### config.mk
export PLATFORM = sky130hd
export DESIGN_NAME = resident_page_replacement_policy_unit_flat
export DESIGN_NICKNAME = d
export VERILOG_FILES = /design/src/sv/rprp_pkg.sv /design/src/sv/rprp_req_if.sv /design/src/sv/rprp_rsp_if.sv /design/src/sv/rprp_mem.sv /design/src/sv/resident_page_replacement_policy_unit.sv /design/src/flat_wrapper.sv
export SDC_FILE = /design/constraint.sdc
export NUM_CORES = 1
export LEC_CHECK = 0
export BUFFER_PORTS_ARGS = -buffer_cell sky130_fd_sc_hd__buf_2
export CORE_AREA = 3 3 317 319
export CTS_CLUSTER_SIZE = 25
export DETAILED_ROUTE_END_ITERATION = 10
export DIE_AREA = 0 0 320 322
export SLEW_MARGIN = 30
export SYNTH_ARGS = -nofsm -noshare
export SYNTH_HDL_FRONTEND = slang
export SYNTH_HIERARCHICAL = 1
export SYNTH_SLANG_ARGS = --single-unit
export TNS_END_PERCENT = 1
### constraint.sdc
create_clock -name clock -period 5.09 [get_ports clock]
set_input_delay 0.2545 -clock clock [delete_from_list [all_inputs] [get_ports clock]]
set_output_delay 0.2545 -clock clock [all_outputs]
set_load 0.01 [all_outputs]
### src/sv/rprp_pkg.sv
// Shared types and constants for the resident page replacement policy unit.
// No dependencies; imported by the interfaces, the memory and the top level.
package rprp_pkg;

   localparam int OP_W     = 2;
   localparam int PAGE_W   = 20;
   localparam int MODE_W   = 2;
   localparam int RCOUNT_W = 5;

   typedef enum logic [OP_W-1:0] {
      OP_PUSH   = 2'd0,
      OP_REMOVE = 2'd1,
      OP_TOUCH  = 2'd2,
      OP_TICK   = 2'd3
   } op_type;

   localparam logic [MODE_W-1:0] MODE_LIFO   = 2'd0;
   localparam logic [MODE_W-1:0] MODE_SECOND = 2'd1;
   localparam logic [MODE_W-1:0] MODE_LEAST  = 2'd2;

   // field write masks: bit 0 field a, bit 1 field b
   localparam logic [1:0] WM_NONE = 2'b00;
   localparam logic [1:0] WM_A    = 2'b01;
   localparam logic [1:0] WM_B    = 2'b10;
   localparam logic [1:0] WM_BOTH = 2'b11;

   typedef enum logic [4:0] {
      ST_IDLE,
      ST_FIND,
      ST_TICK,
      ST_UL_RD,
      ST_UL_LO,
      ST_UL_HI,
      ST_FULL,
      ST_EV_RD,
      ST_EV_DAT,
      ST_LA_RD,
      ST_LA_DAT,
      ST_SC_RD,
      ST_SC_DAT,
      ST_SC_MOVE,
      ST_SC_LINK,
      ST_AP_NEW,
      ST_AP_LINK,
      ST_DONE
   } state_type;

endpackage

### src/sv/rprp_req_if.sv
// Request channel: opcode and page number with valid/ready.
// Depends on rprp_pkg.
interface rprp_req_if import rprp_pkg::*; ();
   logic              valid;
   logic              ready;
   logic [OP_W-1:0]   opcode;
   logic [PAGE_W-1:0] page_number;

   modport source (output valid, output opcode, output page_number, input ready);
   modport sink   (input valid, input opcode, input page_number, output ready);
endinterface

### src/sv/rprp_rsp_if.sv
// Response channel: eviction, hit and resident count with valid/ready.
// Depends on rprp_pkg.
interface rprp_rsp_if import rprp_pkg::*; ();
   logic                valid;
   logic                ready;
   logic                evicted;
   logic [PAGE_W-1:0]   victim_page;
   logic                found;
   logic [RCOUNT_W-1:0] resident_count;

   modport source (output valid, output evicted, output victim_page, output found,
                   output resident_count, input ready);
   modport sink   (input valid, input evicted, input victim_page, input found,
                   input resident_count, output ready);
endinterface

### src/sv/rprp_mem.sv
// Two-field synchronous memory, one masked write port and one read port,
// read data registered. Depends on rprp_pkg for the write mask codes.
module rprp_mem import rprp_pkg::*; #(
   parameter int DEPTH = 16,
   parameter int A_W   = 20,
   parameter int B_W   = 16,
   parameter int AW    = 4
) (
   input  logic           clock,
   input  logic [1:0]     wr_mask,
   input  logic [AW-1:0]  wr_addr,
   input  logic [A_W-1:0] wr_a,
   input  logic [B_W-1:0] wr_b,
   input  logic [AW-1:0]  rd_addr,
   output logic [A_W-1:0] rd_a,
   output logic [B_W-1:0] rd_b
);

   logic [A_W-1:0] mem_a [DEPTH];
   logic [B_W-1:0] mem_b [DEPTH];

   always_ff @(posedge clock) begin
      if ((wr_mask & WM_A) != WM_NONE) begin
         mem_a[wr_addr] <= wr_a;
      end
      if ((wr_mask & WM_B) != WM_NONE) begin
         mem_b[wr_addr] <= wr_b;
      end
      rd_a <= mem_a[rd_addr];
      rd_b <= mem_b[rd_addr];
   end

endmodule

### src/sv/resident_page_replacement_policy_unit.sv
// Resident page replacement policy unit: tracks resident pages in an ordered
// slot list and picks victims by LIFO, second-chance FIFO or least access count.
// Depends on rprp_pkg, rprp_req_if, rprp_rsp_if and rprp_mem.
//
// Usage: req_if carries opcode (push, remove, touch, tick) and page_number;
// a transfer happens when valid and ready are both high. rsp_if returns one
// item per request: evicted, victim_page, found and resident_count.
// csr_wr_en writes policy_mode from csr_wr_data (reset value second-chance).
// Items are handled one at a time. Lookup scans slots until a hit and tick
// scans all slots, one slot a cycle through the slot memory; ST_DONE then
// loads the response. Unlink runs UL_RD, UL_LO, UL_HI; append AP_NEW,
// AP_LINK; eviction EV_RD, EV_DAT plus an unlink and the victim walk: LA_RD,
// LA_DAT per list entry for least access count, SC_RD, SC_DAT, SC_MOVE,
// SC_LINK per step (up to 2 * RESIDENT_SLOTS steps) for second chance. Page
// and count live in one memory, next/prev links in another.
// Reset clears the list, valid and referenced bits at once; no clearing pass.
// A new request is taken while a finished response waits; when the receiver
// stalls, the next response holds in its final state until rsp_if.ready.
module resident_page_replacement_policy_unit import rprp_pkg::*; #(
   parameter int RESIDENT_SLOTS = 16,
   parameter int COUNT_BITS     = 16
) (
   input logic              clock,
   input logic              reset,
   rprp_req_if.sink         req_if,
   rprp_rsp_if.source       rsp_if,
   input logic              csr_wr_en,
   input logic [MODE_W-1:0] csr_wr_data
);

   localparam int IW = (RESIDENT_SLOTS > 1) ? $clog2(RESIDENT_SLOTS) : 1;
   localparam int PW = $clog2(RESIDENT_SLOTS + 1);
   localparam int SW = $clog2(2 * RESIDENT_SLOTS + 1);
   localparam logic [PW-1:0] NIL      = PW'(RESIDENT_SLOTS);
   localparam logic [IW-1:0] LAST     = IW'(RESIDENT_SLOTS - 1);
   localparam logic [SW-1:0] SC_STEPS = SW'(2 * RESIDENT_SLOTS);
   localparam logic [COUNT_BITS-1:0] CMAX = {COUNT_BITS{1'b1}};

   state_type state_ff, state_in;
   logic [MODE_W-1:0] mode_ff;
   op_type op_ff, op_in;
   logic [PAGE_W-1:0] page_ff, page_in;
   logic [RESIDENT_SLOTS-1:0] valid_ff, valid_in, ref_ff, ref_in;
   logic [PW-1:0] head_ff, head_in, tail_ff, tail_in, total_ff, total_in;
   logic [PW-1:0] idx_ff, idx_in, cur_ff, cur_in, prv_ff, prv_in, best_ff, best_in;
   logic [IW-1:0] pidx_ff, pidx_in, tgt_ff, tgt_in;
   logic pend_ff, pend_in, phase_ff, phase_in;
   logic [SW-1:0] steps_ff, steps_in;
   logic [COUNT_BITS-1:0] bestcnt_ff, bestcnt_in;
   logic evicted_ff, evicted_in, found_ff, found_in;
   logic [PAGE_W-1:0] victim_ff, victim_in;
   logic rsp_valid_ff, rsp_valid_in;
   logic rsp_evicted_ff, rsp_evicted_in, rsp_found_ff, rsp_found_in;
   logic [PAGE_W-1:0] rsp_victim_ff, rsp_victim_in;
   logic [RCOUNT_W-1:0] rsp_count_ff, rsp_count_in;

   logic [1:0] slot_wm, link_wm;
   logic [IW-1:0] slot_wa, slot_ra, link_wa, link_ra;
   logic [PAGE_W-1:0] slot_wpage, slot_rpage;
   logic [COUNT_BITS-1:0] slot_wcnt, slot_rcnt;
   logic [PW-1:0] link_wnext, link_wprev, link_rnext, link_rprev;
   logic [IW-1:0] free_idx;
   logic free_ok;

   rprp_mem #(.DEPTH(RESIDENT_SLOTS), .A_W(PAGE_W), .B_W(COUNT_BITS), .AW(IW)) u_slot_mem (
      .clock(clock), .wr_mask(slot_wm), .wr_addr(slot_wa), .wr_a(slot_wpage),
      .wr_b(slot_wcnt), .rd_addr(slot_ra), .rd_a(slot_rpage), .rd_b(slot_rcnt)
   );

   rprp_mem #(.DEPTH(RESIDENT_SLOTS), .A_W(PW), .B_W(PW), .AW(IW)) u_link_mem (
      .clock(clock), .wr_mask(link_wm), .wr_addr(link_wa), .wr_a(link_wnext),
      .wr_b(link_wprev), .rd_addr(link_ra), .rd_a(link_rnext), .rd_b(link_rprev)
   );

   always_comb begin
      free_idx = '0;
      free_ok  = 1'b0;
      for (int i = RESIDENT_SLOTS - 1; i >= 0; i--) begin
         if (!valid_ff[i]) begin
            free_idx = IW'(i);
            free_ok  = 1'b1;
         end
      end
   end

   assign req_if.ready          = (state_ff == ST_IDLE);
   assign rsp_if.valid          = rsp_valid_ff;
   assign rsp_if.evicted        = rsp_evicted_ff;
   assign rsp_if.victim_page    = rsp_victim_ff;
   assign rsp_if.found          = rsp_found_ff;
   assign rsp_if.resident_count = rsp_count_ff;

   always_ff @(posedge clock) begin
      if (reset) begin
         state_ff     <= ST_IDLE;
         mode_ff      <= MODE_SECOND;
         valid_ff     <= '0;
         ref_ff       <= '0;
         head_ff      <= NIL;
         tail_ff      <= NIL;
         total_ff     <= '0;
         rsp_valid_ff <= 1'b0;
      end else begin
         state_ff     <= state_in;
         valid_ff     <= valid_in;
         ref_ff       <= ref_in;
         head_ff      <= head_in;
         tail_ff      <= tail_in;
         total_ff     <= total_in;
         rsp_valid_ff <= rsp_valid_in;
         if (csr_wr_en) begin
            mode_ff <= csr_wr_data;
         end
      end
      op_ff          <= op_in;
      page_ff        <= page_in;
      idx_ff         <= idx_in;
      cur_ff         <= cur_in;
      prv_ff         <= prv_in;
      best_ff        <= best_in;
      pidx_ff        <= pidx_in;
      tgt_ff         <= tgt_in;
      pend_ff        <= pend_in;
      phase_ff       <= phase_in;
      steps_ff       <= steps_in;
      bestcnt_ff     <= bestcnt_in;
      evicted_ff     <= evicted_in;
      found_ff       <= found_in;
      victim_ff      <= victim_in;
      rsp_evicted_ff <= rsp_evicted_in;
      rsp_found_ff   <= rsp_found_in;
      rsp_victim_ff  <= rsp_victim_in;
      rsp_count_ff   <= rsp_count_in;
   end

   always_comb begin
      state_in = state_ff;  op_in = op_ff;  page_in = page_ff;
      valid_in = valid_ff;  ref_in = ref_ff;
      head_in = head_ff;  tail_in = tail_ff;  total_in = total_ff;
      idx_in = idx_ff;  cur_in = cur_ff;  prv_in = prv_ff;  best_in = best_ff;
      pidx_in = pidx_ff;  tgt_in = tgt_ff;  pend_in = pend_ff;  phase_in = phase_ff;
      steps_in = steps_ff;  bestcnt_in = bestcnt_ff;
      evicted_in = evicted_ff;  found_in = found_ff;  victim_in = victim_ff;
      rsp_valid_in = rsp_valid_ff;  rsp_evicted_in = rsp_evicted_ff;
      rsp_found_in = rsp_found_ff;  rsp_victim_in = rsp_victim_ff;
      rsp_count_in = rsp_count_ff;
      slot_wm = WM_NONE;  slot_wa = '0;  slot_wpage = '0;  slot_wcnt = '0;  slot_ra = '0;
      link_wm = WM_NONE;  link_wa = '0;  link_wnext = '0;  link_wprev = '0;  link_ra = '0;

      if (rsp_valid_ff && rsp_if.ready) begin
         rsp_valid_in = 1'b0;
      end

      case (state_ff)
         ST_IDLE: begin
            if (req_if.valid) begin
               op_in      = op_type'(req_if.opcode);
               page_in    = req_if.page_number;
               idx_in     = '0;
               pend_in    = 1'b0;
               phase_in   = 1'b0;
               evicted_in = 1'b0;
               found_in   = 1'b0;
               victim_in  = '0;
               state_in   = (op_type'(req_if.opcode) == OP_TICK) ? ST_TICK : ST_FIND;
            end
         end
         ST_FIND: begin
            slot_ra = idx_ff[IW-1:0];
            pend_in = (idx_ff < NIL);
            pidx_in = idx_ff[IW-1:0];
            if (idx_ff < NIL) begin
               idx_in = idx_ff + 1'b1;
            end
            if (pend_ff && valid_ff[pidx_ff] && slot_rpage == page_ff) begin
               found_in = 1'b1;
               tgt_in   = pidx_ff;
               if (op_ff == OP_TOUCH) begin
                  ref_in[pidx_ff] = 1'b1;
                  state_in = ST_DONE;
               end else begin
                  state_in = ST_UL_RD;
               end
            end else if (pend_ff && pidx_ff == LAST) begin
               state_in = (op_ff == OP_PUSH) ? ST_FULL : ST_DONE;
            end
         end
         ST_TICK: begin
            slot_ra = idx_ff[IW-1:0];
            pend_in = (idx_ff < NIL);
            pidx_in = idx_ff[IW-1:0];
            if (idx_ff < NIL) begin
               idx_in = idx_ff + 1'b1;
            end
            if (pend_ff && valid_ff[pidx_ff] && ref_ff[pidx_ff]) begin
               ref_in[pidx_ff] = 1'b0;
               slot_wm   = WM_B;
               slot_wa   = pidx_ff;
               slot_wcnt = (slot_rcnt != CMAX) ? slot_rcnt + 1'b1 : slot_rcnt;
            end
            if (pend_ff && pidx_ff == LAST) begin
               state_in = ST_DONE;
            end
         end
         ST_UL_RD: begin
            link_ra  = tgt_ff;
            state_in = ST_UL_LO;
         end
         ST_UL_LO: begin
            cur_in = link_rnext;
            prv_in = link_rprev;
            if (link_rprev < NIL) begin
               link_wm    = WM_A;
               link_wa    = link_rprev[IW-1:0];
               link_wnext = link_rnext;
            end
            state_in = ST_UL_HI;
         end
         ST_UL_HI: begin
            if (cur_ff < NIL) begin
               link_wm    = WM_B;
               link_wa    = cur_ff[IW-1:0];
               link_wprev = prv_ff;
            end
            if (head_ff == PW'(tgt_ff)) begin
               head_in = cur_ff;
            end
            if (tail_ff == PW'(tgt_ff)) begin
               tail_in = prv_ff;
            end
            valid_in[tgt_ff] = 1'b0;
            if (total_ff != '0) begin
               total_in = total_ff - 1'b1;
            end
            if (op_ff == OP_REMOVE) begin
               state_in = ST_DONE;
            end else begin
               state_in = phase_ff ? ST_AP_NEW : ST_FULL;
            end
         end
         ST_FULL: begin
            steps_in = '0;
            cur_in   = head_ff;
            if (total_ff >= NIL) begin
               case (mode_ff)
                  MODE_LIFO: begin
                     if (tail_ff < NIL) begin
                        tgt_in   = tail_ff[IW-1:0];
                        state_in = ST_EV_RD;
                     end else begin
                        state_in = ST_AP_NEW;
                     end
                  end
                  MODE_LEAST: begin
                     state_in = (head_ff < NIL) ? ST_LA_RD : ST_AP_NEW;
                  end
                  default: begin
                     state_in = (head_ff < NIL) ? ST_SC_RD : ST_AP_NEW;
                  end
               endcase
            end else begin
               state_in = ST_AP_NEW;
            end
         end
         ST_EV_RD: begin
            slot_ra  = tgt_ff;
            state_in = ST_EV_DAT;
         end
         ST_EV_DAT: begin
            evicted_in = 1'b1;
            victim_in  = slot_rpage;
            phase_in   = 1'b1;
            state_in   = ST_UL_RD;
         end
         ST_LA_RD: begin
            slot_ra  = cur_ff[IW-1:0];
            link_ra  = cur_ff[IW-1:0];
            state_in = ST_LA_DAT;
         end
         ST_LA_DAT: begin
            if (steps_ff == '0 || slot_rcnt < bestcnt_ff) begin
               best_in    = cur_ff;
               bestcnt_in = slot_rcnt;
            end
            steps_in = steps_ff + 1'b1;
            cur_in   = link_rnext;
            if (steps_ff + 1'b1 >= SW'(RESIDENT_SLOTS) || link_rnext >= NIL) begin
               tgt_in   = (steps_ff == '0 || slot_rcnt < bestcnt_ff) ?
                          cur_ff[IW-1:0] : best_ff[IW-1:0];
               state_in = ST_EV_RD;
            end else begin
               state_in = ST_LA_RD;
            end
         end
         ST_SC_RD: begin
            cur_in = head_ff;
            if (!ref_ff[head_ff[IW-1:0]]) begin
               tgt_in   = head_ff[IW-1:0];
               state_in = ST_EV_RD;
            end else begin
               ref_in[head_ff[IW-1:0]] = 1'b0;
               if (tail_ff == head_ff) begin
                  tgt_in   = head_ff[IW-1:0];
                  state_in = ST_EV_RD;
               end else begin
                  link_ra  = head_ff[IW-1:0];
                  state_in = ST_SC_DAT;
               end
            end
         end
         ST_SC_DAT: begin
            head_in    = link_rnext;
            link_wm    = WM_B;
            link_wa    = link_rnext[IW-1:0];
            link_wprev = NIL;
            state_in   = ST_SC_MOVE;
         end
         ST_SC_MOVE: begin
            link_wm    = WM_BOTH;
            link_wa    = cur_ff[IW-1:0];
            link_wnext = NIL;
            link_wprev = tail_ff;
            state_in   = ST_SC_LINK;
         end
         ST_SC_LINK: begin
            link_wm    = WM_A;
            link_wa    = tail_ff[IW-1:0];
            link_wnext = cur_ff;
            tail_in    = cur_ff;
            steps_in   = steps_ff + 1'b1;
            if (steps_ff + 1'b1 == SC_STEPS) begin
               tgt_in   = head_ff[IW-1:0];
               state_in = ST_EV_RD;
            end else begin
               state_in = ST_SC_RD;
            end
         end
         ST_AP_NEW: begin
            if (free_ok) begin
               slot_wm    = WM_BOTH;
               slot_wa    = free_idx;
               slot_wpage = page_ff;
               slot_wcnt  = '0;
               link_wm    = WM_BOTH;
               link_wa    = free_idx;
               link_wnext = NIL;
               link_wprev = tail_ff;
               tgt_in     = free_idx;
               state_in   = ST_AP_LINK;
            end else begin
               state_in = ST_DONE;
            end
         end
         ST_AP_LINK: begin
            if (tail_ff < NIL) begin
               link_wm    = WM_A;
               link_wa    = tail_ff[IW-1:0];
               link_wnext = PW'(tgt_ff);
            end
            tail_in = PW'(tgt_ff);
            if (head_ff >= NIL) begin
               head_in = PW'(tgt_ff);
            end
            valid_in[tgt_ff] = 1'b1;
            ref_in[tgt_ff]   = 1'b0;
            total_in         = total_ff + 1'b1;
            state_in         = ST_DONE;
         end
         ST_DONE: begin
            if (!rsp_valid_ff || rsp_if.ready) begin
               rsp_valid_in   = 1'b1;
               rsp_evicted_in = evicted_ff;
               rsp_victim_in  = victim_ff;
               rsp_found_in   = found_ff;
               rsp_count_in   = RCOUNT_W'(total_ff);
               state_in       = ST_IDLE;
            end
         end
         default: begin
            state_in = ST_IDLE;
         end
      endcase
   end

   a_count_matches: assert property (@(posedge clock) disable iff (reset)
      $countones(valid_ff) == int'(total_ff))
      else $error("valid bits disagree with resident count");

   a_empty_list: assert property (@(posedge clock) disable iff (reset)
      (state_ff == ST_IDLE) |-> ((head_ff == NIL) == (total_ff == '0)) &&
                                ((tail_ff == NIL) == (total_ff == '0)))
      else $error("list ends disagree with resident count");

   a_rsp_from_done: assert property (@(posedge clock) disable iff (reset)
      (rsp_valid_ff && !$past(rsp_valid_ff && !rsp_if.ready)) |->
      $past(state_ff == ST_DONE))
      else $error("response loaded outside final state");

   a_accept_busy: assert property (@(posedge clock) disable iff (reset)
      (req_if.valid && req_if.ready) |=> (state_ff != ST_IDLE))
      else $error("transfer did not start work");

endmodule

### src/flat_wrapper.sv
// flat-port wrapper written by rule: the top's interface ports become plain ports
module resident_page_replacement_policy_unit_flat import rprp_pkg::*;
#(
   parameter int RESIDENT_SLOTS = 16,
   parameter int COUNT_BITS     = 16
)
  (clock, reset, csr_wr_en, csr_wr_data, req_if_valid, req_if_opcode, req_if_page_number, req_if_ready, rsp_if_valid, rsp_if_evicted, rsp_if_victim_page, rsp_if_found, rsp_if_resident_count, rsp_if_ready);
  rprp_req_if req_if_i ();
  rprp_rsp_if rsp_if_i ();
  input logic clock;
  input logic reset;
  input logic csr_wr_en;
  input logic [MODE_W-1:0] csr_wr_data;
  input wire logic [$bits(req_if_i.valid)-1:0] req_if_valid;
  input wire logic [$bits(req_if_i.opcode)-1:0] req_if_opcode;
  input wire logic [$bits(req_if_i.page_number)-1:0] req_if_page_number;
  output wire logic [$bits(req_if_i.ready)-1:0] req_if_ready;
  output wire logic [$bits(rsp_if_i.valid)-1:0] rsp_if_valid;
  output wire logic [$bits(rsp_if_i.evicted)-1:0] rsp_if_evicted;
  output wire logic [$bits(rsp_if_i.victim_page)-1:0] rsp_if_victim_page;
  output wire logic [$bits(rsp_if_i.found)-1:0] rsp_if_found;
  output wire logic [$bits(rsp_if_i.resident_count)-1:0] rsp_if_resident_count;
  input wire logic [$bits(rsp_if_i.ready)-1:0] rsp_if_ready;
  assign req_if_i.valid = req_if_valid;
  assign req_if_i.opcode = req_if_opcode;
  assign req_if_i.page_number = req_if_page_number;
  assign req_if_ready = req_if_i.ready;
  assign rsp_if_valid = rsp_if_i.valid;
  assign rsp_if_evicted = rsp_if_i.evicted;
  assign rsp_if_victim_page = rsp_if_i.victim_page;
  assign rsp_if_found = rsp_if_i.found;
  assign rsp_if_resident_count = rsp_if_i.resident_count;
  assign rsp_if_i.ready = rsp_if_ready;
  resident_page_replacement_policy_unit #(.RESIDENT_SLOTS(RESIDENT_SLOTS), .COUNT_BITS(COUNT_BITS)) u_core (.clock(clock), .reset(reset), .req_if(req_if_i), .rsp_if(rsp_if_i), .csr_wr_en(csr_wr_en), .csr_wr_data(csr_wr_data));
endmodule
Word level (Yosys, flattened, before mapping)
Memories as Yosys holds them, arrays and structs flattened. A register that Yosys moved wholly into a read port is not among the register bits.
Index checks and enable logic that the tools add are counted.
Operators by class
  $lt $le $gt $ge: 16
  reductions and logical operators: 44
  equality and inequality tests: 48
  mux-type cells: 142
  bitwise operators: 9
  $add $sub $neg: 5
Operator list (number)
  4-bit 2-to-1 mux: 39
  16-bit 2-to-1 mux: 7
  5-bit 2-to-1 mux: 20
  5-bit case mux with 18 select lines: 1
  16-bit bitwise AND: 4
  16-bit case mux with 4 select lines: 1
  20-bit 2-to-1 mux: 3
  16-bit inverter: 3
  5-bit by 4-bit equality test with 1-bit output, second input constant: 8
  20-bit case mux with 2 select lines: 1
  5-bit case mux with 2 select lines: 4
  1-bit 2-to-1 mux: 38
  2-bit by 1-bit != test with 1-bit output, second input constant: 16
  16-bit bitwise OR: 2
  16-bit case mux with 2 select lines: 1
  5-bit case mux with 3 select lines: 2
  4-bit case mux with 7 select lines: 1
  5-bit < comparator, second input constant: 5
  5-bit case mux with 5 select lines: 1
  4-bit case mux with 3 select lines: 2
  4-bit case mux with 6 select lines: 1
  20-bit equality test: 1
  5-bit by 3-bit equality test with 1-bit output, second input constant: 4
  5-bit case mux with 4 select lines: 1
  other kinds (48): 98
Storage, ports and cells
  bits in writable memories: 736
  input port bits: 29
  flip-flop bits (word level): 176
  memories: 4
  logic and storage cells: 294
  output and inout port bits: 29
Memory list
  u_core.u_slot_mem.mem_a: words 16, width 20, read ports 1, clocked after Yosys merged registers in 1, write ports 1, line rprp_mem.sv:19  | logic [A_W-1:0] mem_a [DEPTH];
  u_core.u_slot_mem.mem_b: words 16, width 16, read ports 1, clocked after Yosys merged registers in 1, write ports 1, line rprp_mem.sv:20  | logic [B_W-1:0] mem_b [DEPTH];
  u_core.u_link_mem.mem_a: words 16, width 5, read ports 1, clocked after Yosys merged registers in 1, write ports 1, line rprp_mem.sv:19
  u_core.u_link_mem.mem_b: words 16, width 5, read ports 1, clocked after Yosys merged registers in 1, write ports 1, line rprp_mem.sv:20

Depth between registers and ports, before layout
  word-level depth: 20
  depth in mapped cells: 14
  depth with buffers taken out: 10

Cells and area by module
The synthesis kept the hierarchy.
By module, submodules not included
  rprp_mem (u_core.u_slot_mem): sequential area each 18017.3 µm², cells an instance 963, area an instance 22419.0 µm², instances 1
  resident_page_replacement_policy_unit: sequential area each 4734.5 µm², cells an instance 1016, area an instance 10103.4 µm², instances 1
  rprp_mem (u_core.u_link_mem): sequential area each 5004.8 µm², cells an instance 306, area an instance 6446.2 µm², instances 1

Least setup slack after synthesis
OpenSTA, ideal clock, no wires.
  path kind: reg2reg
  start: reg u_core.pidx_ff[0]
  end: mem u_core.u_slot_mem.mem_a[0][0] (enable)
  library setup time: 0.397 ns
  path buffers: 2
  clock period less this slack: 3.734 ns
  required time: 4.693 ns
  arrival time: 3.338 ns
  cell stages (with the launch flop): 10
  path slack: 1.356 ns
  path through: edfxtp_1 buf_6 mux4_1 a22o_1 a221oi_2 a211o_2 buf_2 o21ai_0 or3b_2 nor2_1
Between the ends
  cells in the longest elaborated chain, start to end: 6
  elaborated cells on any way between the ends: 8
  classes of those cells: mux: 6; reduce/logical: 2
Ends and longest elaborated chain
  from (decl): line resident_page_replacement_policy_unit.sv:46  | logic [IW-1:0] pidx_ff, pidx_in, tgt_ff, tgt_in;
  from (signal assigned): line resident_page_replacement_policy_unit.sv:121  | pidx_ff <= pidx_in;
  1-bit binary-select mux with 4-bit select: line resident_page_replacement_policy_unit.sv:195  | if (pend_ff && valid_ff[pidx_ff] && ref_ff[pidx_ff]) begin
  1-bit 2-to-1 mux (implied by the code): line resident_page_replacement_policy_unit.sv:195
  1-bit logical AND: line resident_page_replacement_policy_unit.sv:195
  1-bit logical AND (*): line resident_page_replacement_policy_unit.sv:195
  4-bit 2-to-1 mux (*): line resident_page_replacement_policy_unit.sv:195
  4-bit case mux with 2 select lines (*): line resident_page_replacement_policy_unit.sv:154  | case (state_ff)
  net u_core.slot_wa[2]: line resident_page_replacement_policy_unit.sv:58  | logic [IW-1:0] slot_wa, slot_ra, link_wa, link_ra;
  to (decl): line rprp_mem.sv:19
Mark *: on every way through the listed nets, which the timed path passes. The rest lies on a longest branch. The select of a mux whose other input is x is not followed.

Final worst setup path
  start: reg u_core.state_ff[3]
  end: mem u_core.u_slot_mem.mem_a[14][14] (enable)
Between the ends
  elaborated cells on any way between the ends: 6
  classes of those cells: eq/ne: 2; mux: 4
RTL lines
  from (decl): line resident_page_replacement_policy_unit.sv:39  | state_type state_ff, state_in;
  from (signal assigned): line resident_page_replacement_policy_unit.sv:104  | state_ff <= state_in;
  5-bit by 4-bit equality test with 1-bit output / 5-bit by 2-bit equality test with 1-bit output (equally long branches): line resident_page_replacement_policy_unit.sv:154
  4-bit case mux with 2 select lines (*): line resident_page_replacement_policy_unit.sv:154
  net u_core.slot_wa[3]: line resident_page_replacement_policy_unit.sv:58
Mark *: on every way through the listed nets, which the timed path passes. The rest lies on a longest branch.

==> results by group <==
Timing
  • Final slew viol count: 0
  • Maximum clock rate: about 0.24 GHz
  • Final hold vios: 0
  • Min Tclk post-route: 4.16 ns
  • Clk_skew: 0.0628 ns
  • Total negative slack: 0 ns
  • Slew HR: about two fifths
  • RSZ-0062 raised after global routing: no
  • Period utilization: 81.7%
  • Slew @ Worst Pin: approximately 0.9 ns
  • # setup viols final: 0

CTS
  • CTS sink count: between 900 and 1k
  • CTS resizes: 0
  • CTS tree: yes
  • Clock latency on the worst-skew pair: ~0.7 ns
  • H-tree levels: 3
  • Post-CTS Hold Buffers: 27
  • Clk buf depth: 3
  • Clk root buf: clkbuf_16
  • Post-CTS Setup Repair Bufs: 0
  • Num CTS Buffers: around 100
  • Clk slew on worst S/H paths: ~0.060 ns

Global routing
  • First-pass GRT wire length: 139000 µm
  • Number of global-route vias before repair: approximately 22k
  • Global Route Usage Sum: 17.6%
  • GRT overflow: 0
  • Largest net degree at the start of global routing: 56
  • Antenna violations before repair: 1

Critical path
  • Worst setup path category: reg -> reg
  • CP Launch Type: flip-flop
  • Critical Path End Type: flip-flop
  • Worst endpoint required time: between 5 and 6 ns
  • Largest fanout on the critical path: 20
  • CP arrival: about 4.5 ns

Floorplanning
  • Die Height: ~320 µm
  • IO Pins: 58
  • Initial core utilization: 39.7%
  • Die area: around 100000 µm²
  • Die W: between 300 and 400 µm
  • Site Rows: around 120
  • Core area: roughly 98000 µm²

Power
  • Maximum vdd ir drop: 0.299 mV
  • PwrDens: 432 nW/µm²
  • Overall Power: between 15000 and 20000 µW
  • LEAKAGE: 0.0142 µW

Logic synthesis
  • Asr flop ratio synth: 0%
  • Avg Inst Size Synth: between 15 and 20 µm²
  • Distinct cells, synth: 84
  • Sequential area share after synthesis: a little under three quarters
  • Synth top area cells: edfxtp_1, mux4_2, dfxtp_1
  • Syn Nets: 2337
  • Top_reg_cell synth: edfxtp_1
  • Post-Syn Area: 39000 µm²
  • Yosys top cell by area: edfxtp_1
  • Yosys warns: 6
  • EDFF count, synth: 857
  • Count leader, synth: edfxtp_1
  • Synthesis-stage register bit count: ~960
  • Share of the synthesized area in the top cell type: around 66%
  • Synth cell count leaders: edfxtp_1, mux4_2, nand2_1
  • Synth Instances: around 2.3k

Detailed routing
  • Wire per inst: 24.0 µm
  • Initial drt markers: 2446
  • Drt pass-1 iters: 8
  • DRC viols: 0
  • Antenna-violating nets left: 0
  • Routed vias/inst: 5.68
  • Final wirelength: slightly above 90000 µm
  • Total vias in the final route: 21.6k

Cells and area
  • Ant. Diodes: 0
  • Nets: around 2.5k
  • Fillcell total: roughly 8.3k
  • Share of layout cells above drive strength 1: 22.6%
  • Area Overhead vs Synth: 14.9%
  • Footprint of the multi-input gates: 10600 µm²
  • Reg area: about 28000 µm²

Status
  • Status: finished, final reports clean

Placement
  • Input/output buffers: 57
  • GPL Wtd Cong: about 0.9
  • Post-DP HPWL: ~60000 µm

Job
  • Maxcap violations: 0

Worst hold path
  • Worst hold path type: in -> reg
worst paths after layout:
path / startpoint / to / slack, ns / cells after the start
min: req_if_valid / u_core/found_ff / 0.07 / 3
max reg2reg: u_core/state_ff[3] / u_core/u_slot_mem/mem_a[14][14] / 0.93 / 8
min reg2reg: u_core/victim_ff[11] / u_core/rsp_if.victim_page[11] / 0.42 / 0
max: u_core/state_ff[3] / u_core/u_slot_mem/mem_a[14][14] / 0.93 / 8
per-layer routing:
metal | routed length, µm | track usage, % | part of all wire (%)
met1 | 39000 | 24.8 | 43
met2 | 43900 | 28.4 | 48
met3 | 5730 | 2.55 | 6.3
met5 | 0 | 0 | 0
met4 | 2750 | 5.91 | 3.0
cell families after synthesis:
logic type,Yosys count,synth area share (%)
compound gates,320,6.14
xor+xnor,54,1.21
fa+ha+maj,23,0.758
buf+inv,162,2.00
flops,958,71.2
mux,214,11.8
simple gates,554,6.83
sequential cells by signal (all words and copies together), names as in the netlist, 20 cells and up, named ones only:
signal / cells
u_core/u_slot_mem/mem_a: 320
u_core/u_slot_mem/mem_b: 256
u_core/u_link_mem/mem_a: 80
u_core/u_link_mem/mem_b: 80
u_core/page_ff: 20
u_core/rsp_if.victim_page: 20
u_core/u_slot_mem/rd_a: 20
u_core/victim_ff: 20
cells in the final DEF, fill, tap and decap left out, drive strengths merged, types with 27 or more instances in the layout:
cell,count
clkbuf,137
dfxtp,101
nor2,151
o21ai,40
xor2,36
nor3,28
clkinv,36
a22oi,104
a21oi,49
nand2,169
edfxtp,857
buf,139
nand3,44
inv,41
dlygate4sd3,27
and2,52
mux4,192
report_power, final:
group          internal [µW]  switching (µW)
logic                   1190            1690
registers               8820             345
clock network           4230            3060
total                  14200            5090
metrics by stage:
stage / area [µm²] / hold WS [ns] / std cells / worst slack [ns] / util, %
2_1_floorplan: 39000 / 0.353 / 2285 / 1.36 / -
3_3_place_gp: 41100 / 0.404 / 3585 / 1.04 / 41.8
3_5_place_dp: 41100 / 0.406 / 3588 / 1.01 / 41.9
4_1_cts: 44800 / 0.00333 / 3801 / 1.02 / 45.6
5_1_grt: 44800 / 0.0761 / 3801 / 0.713 / 45.6
6_report: 44800 / 0.0660 / 3801 / 0.932 / 45.6
worst max-delay path, stage by stage, from the launching register on:
cell	delay, ns
dfxtp_1	0.67
nand2_1	0.33
nor2_1	0.36
nand3_1	0.36
or4_1	0.74
o21ai_0	0.40
nand3_1	0.40
nor2_2	0.19
buf_4	0.34
cell type report:
cell class / count / area share (%)
Sequential cell: 958 / 62.0
Timing Repair Buffer: 166 / 2.88
Clock inverter: 49 / 1.36
Tap cell: 1287 / 3.60
Clock buffer: 137 / 6.14
Inverter: 39 / 0.333
Multi-Input combinational cell: 1165 / 23.7
(Power assumes the default switching activity.)
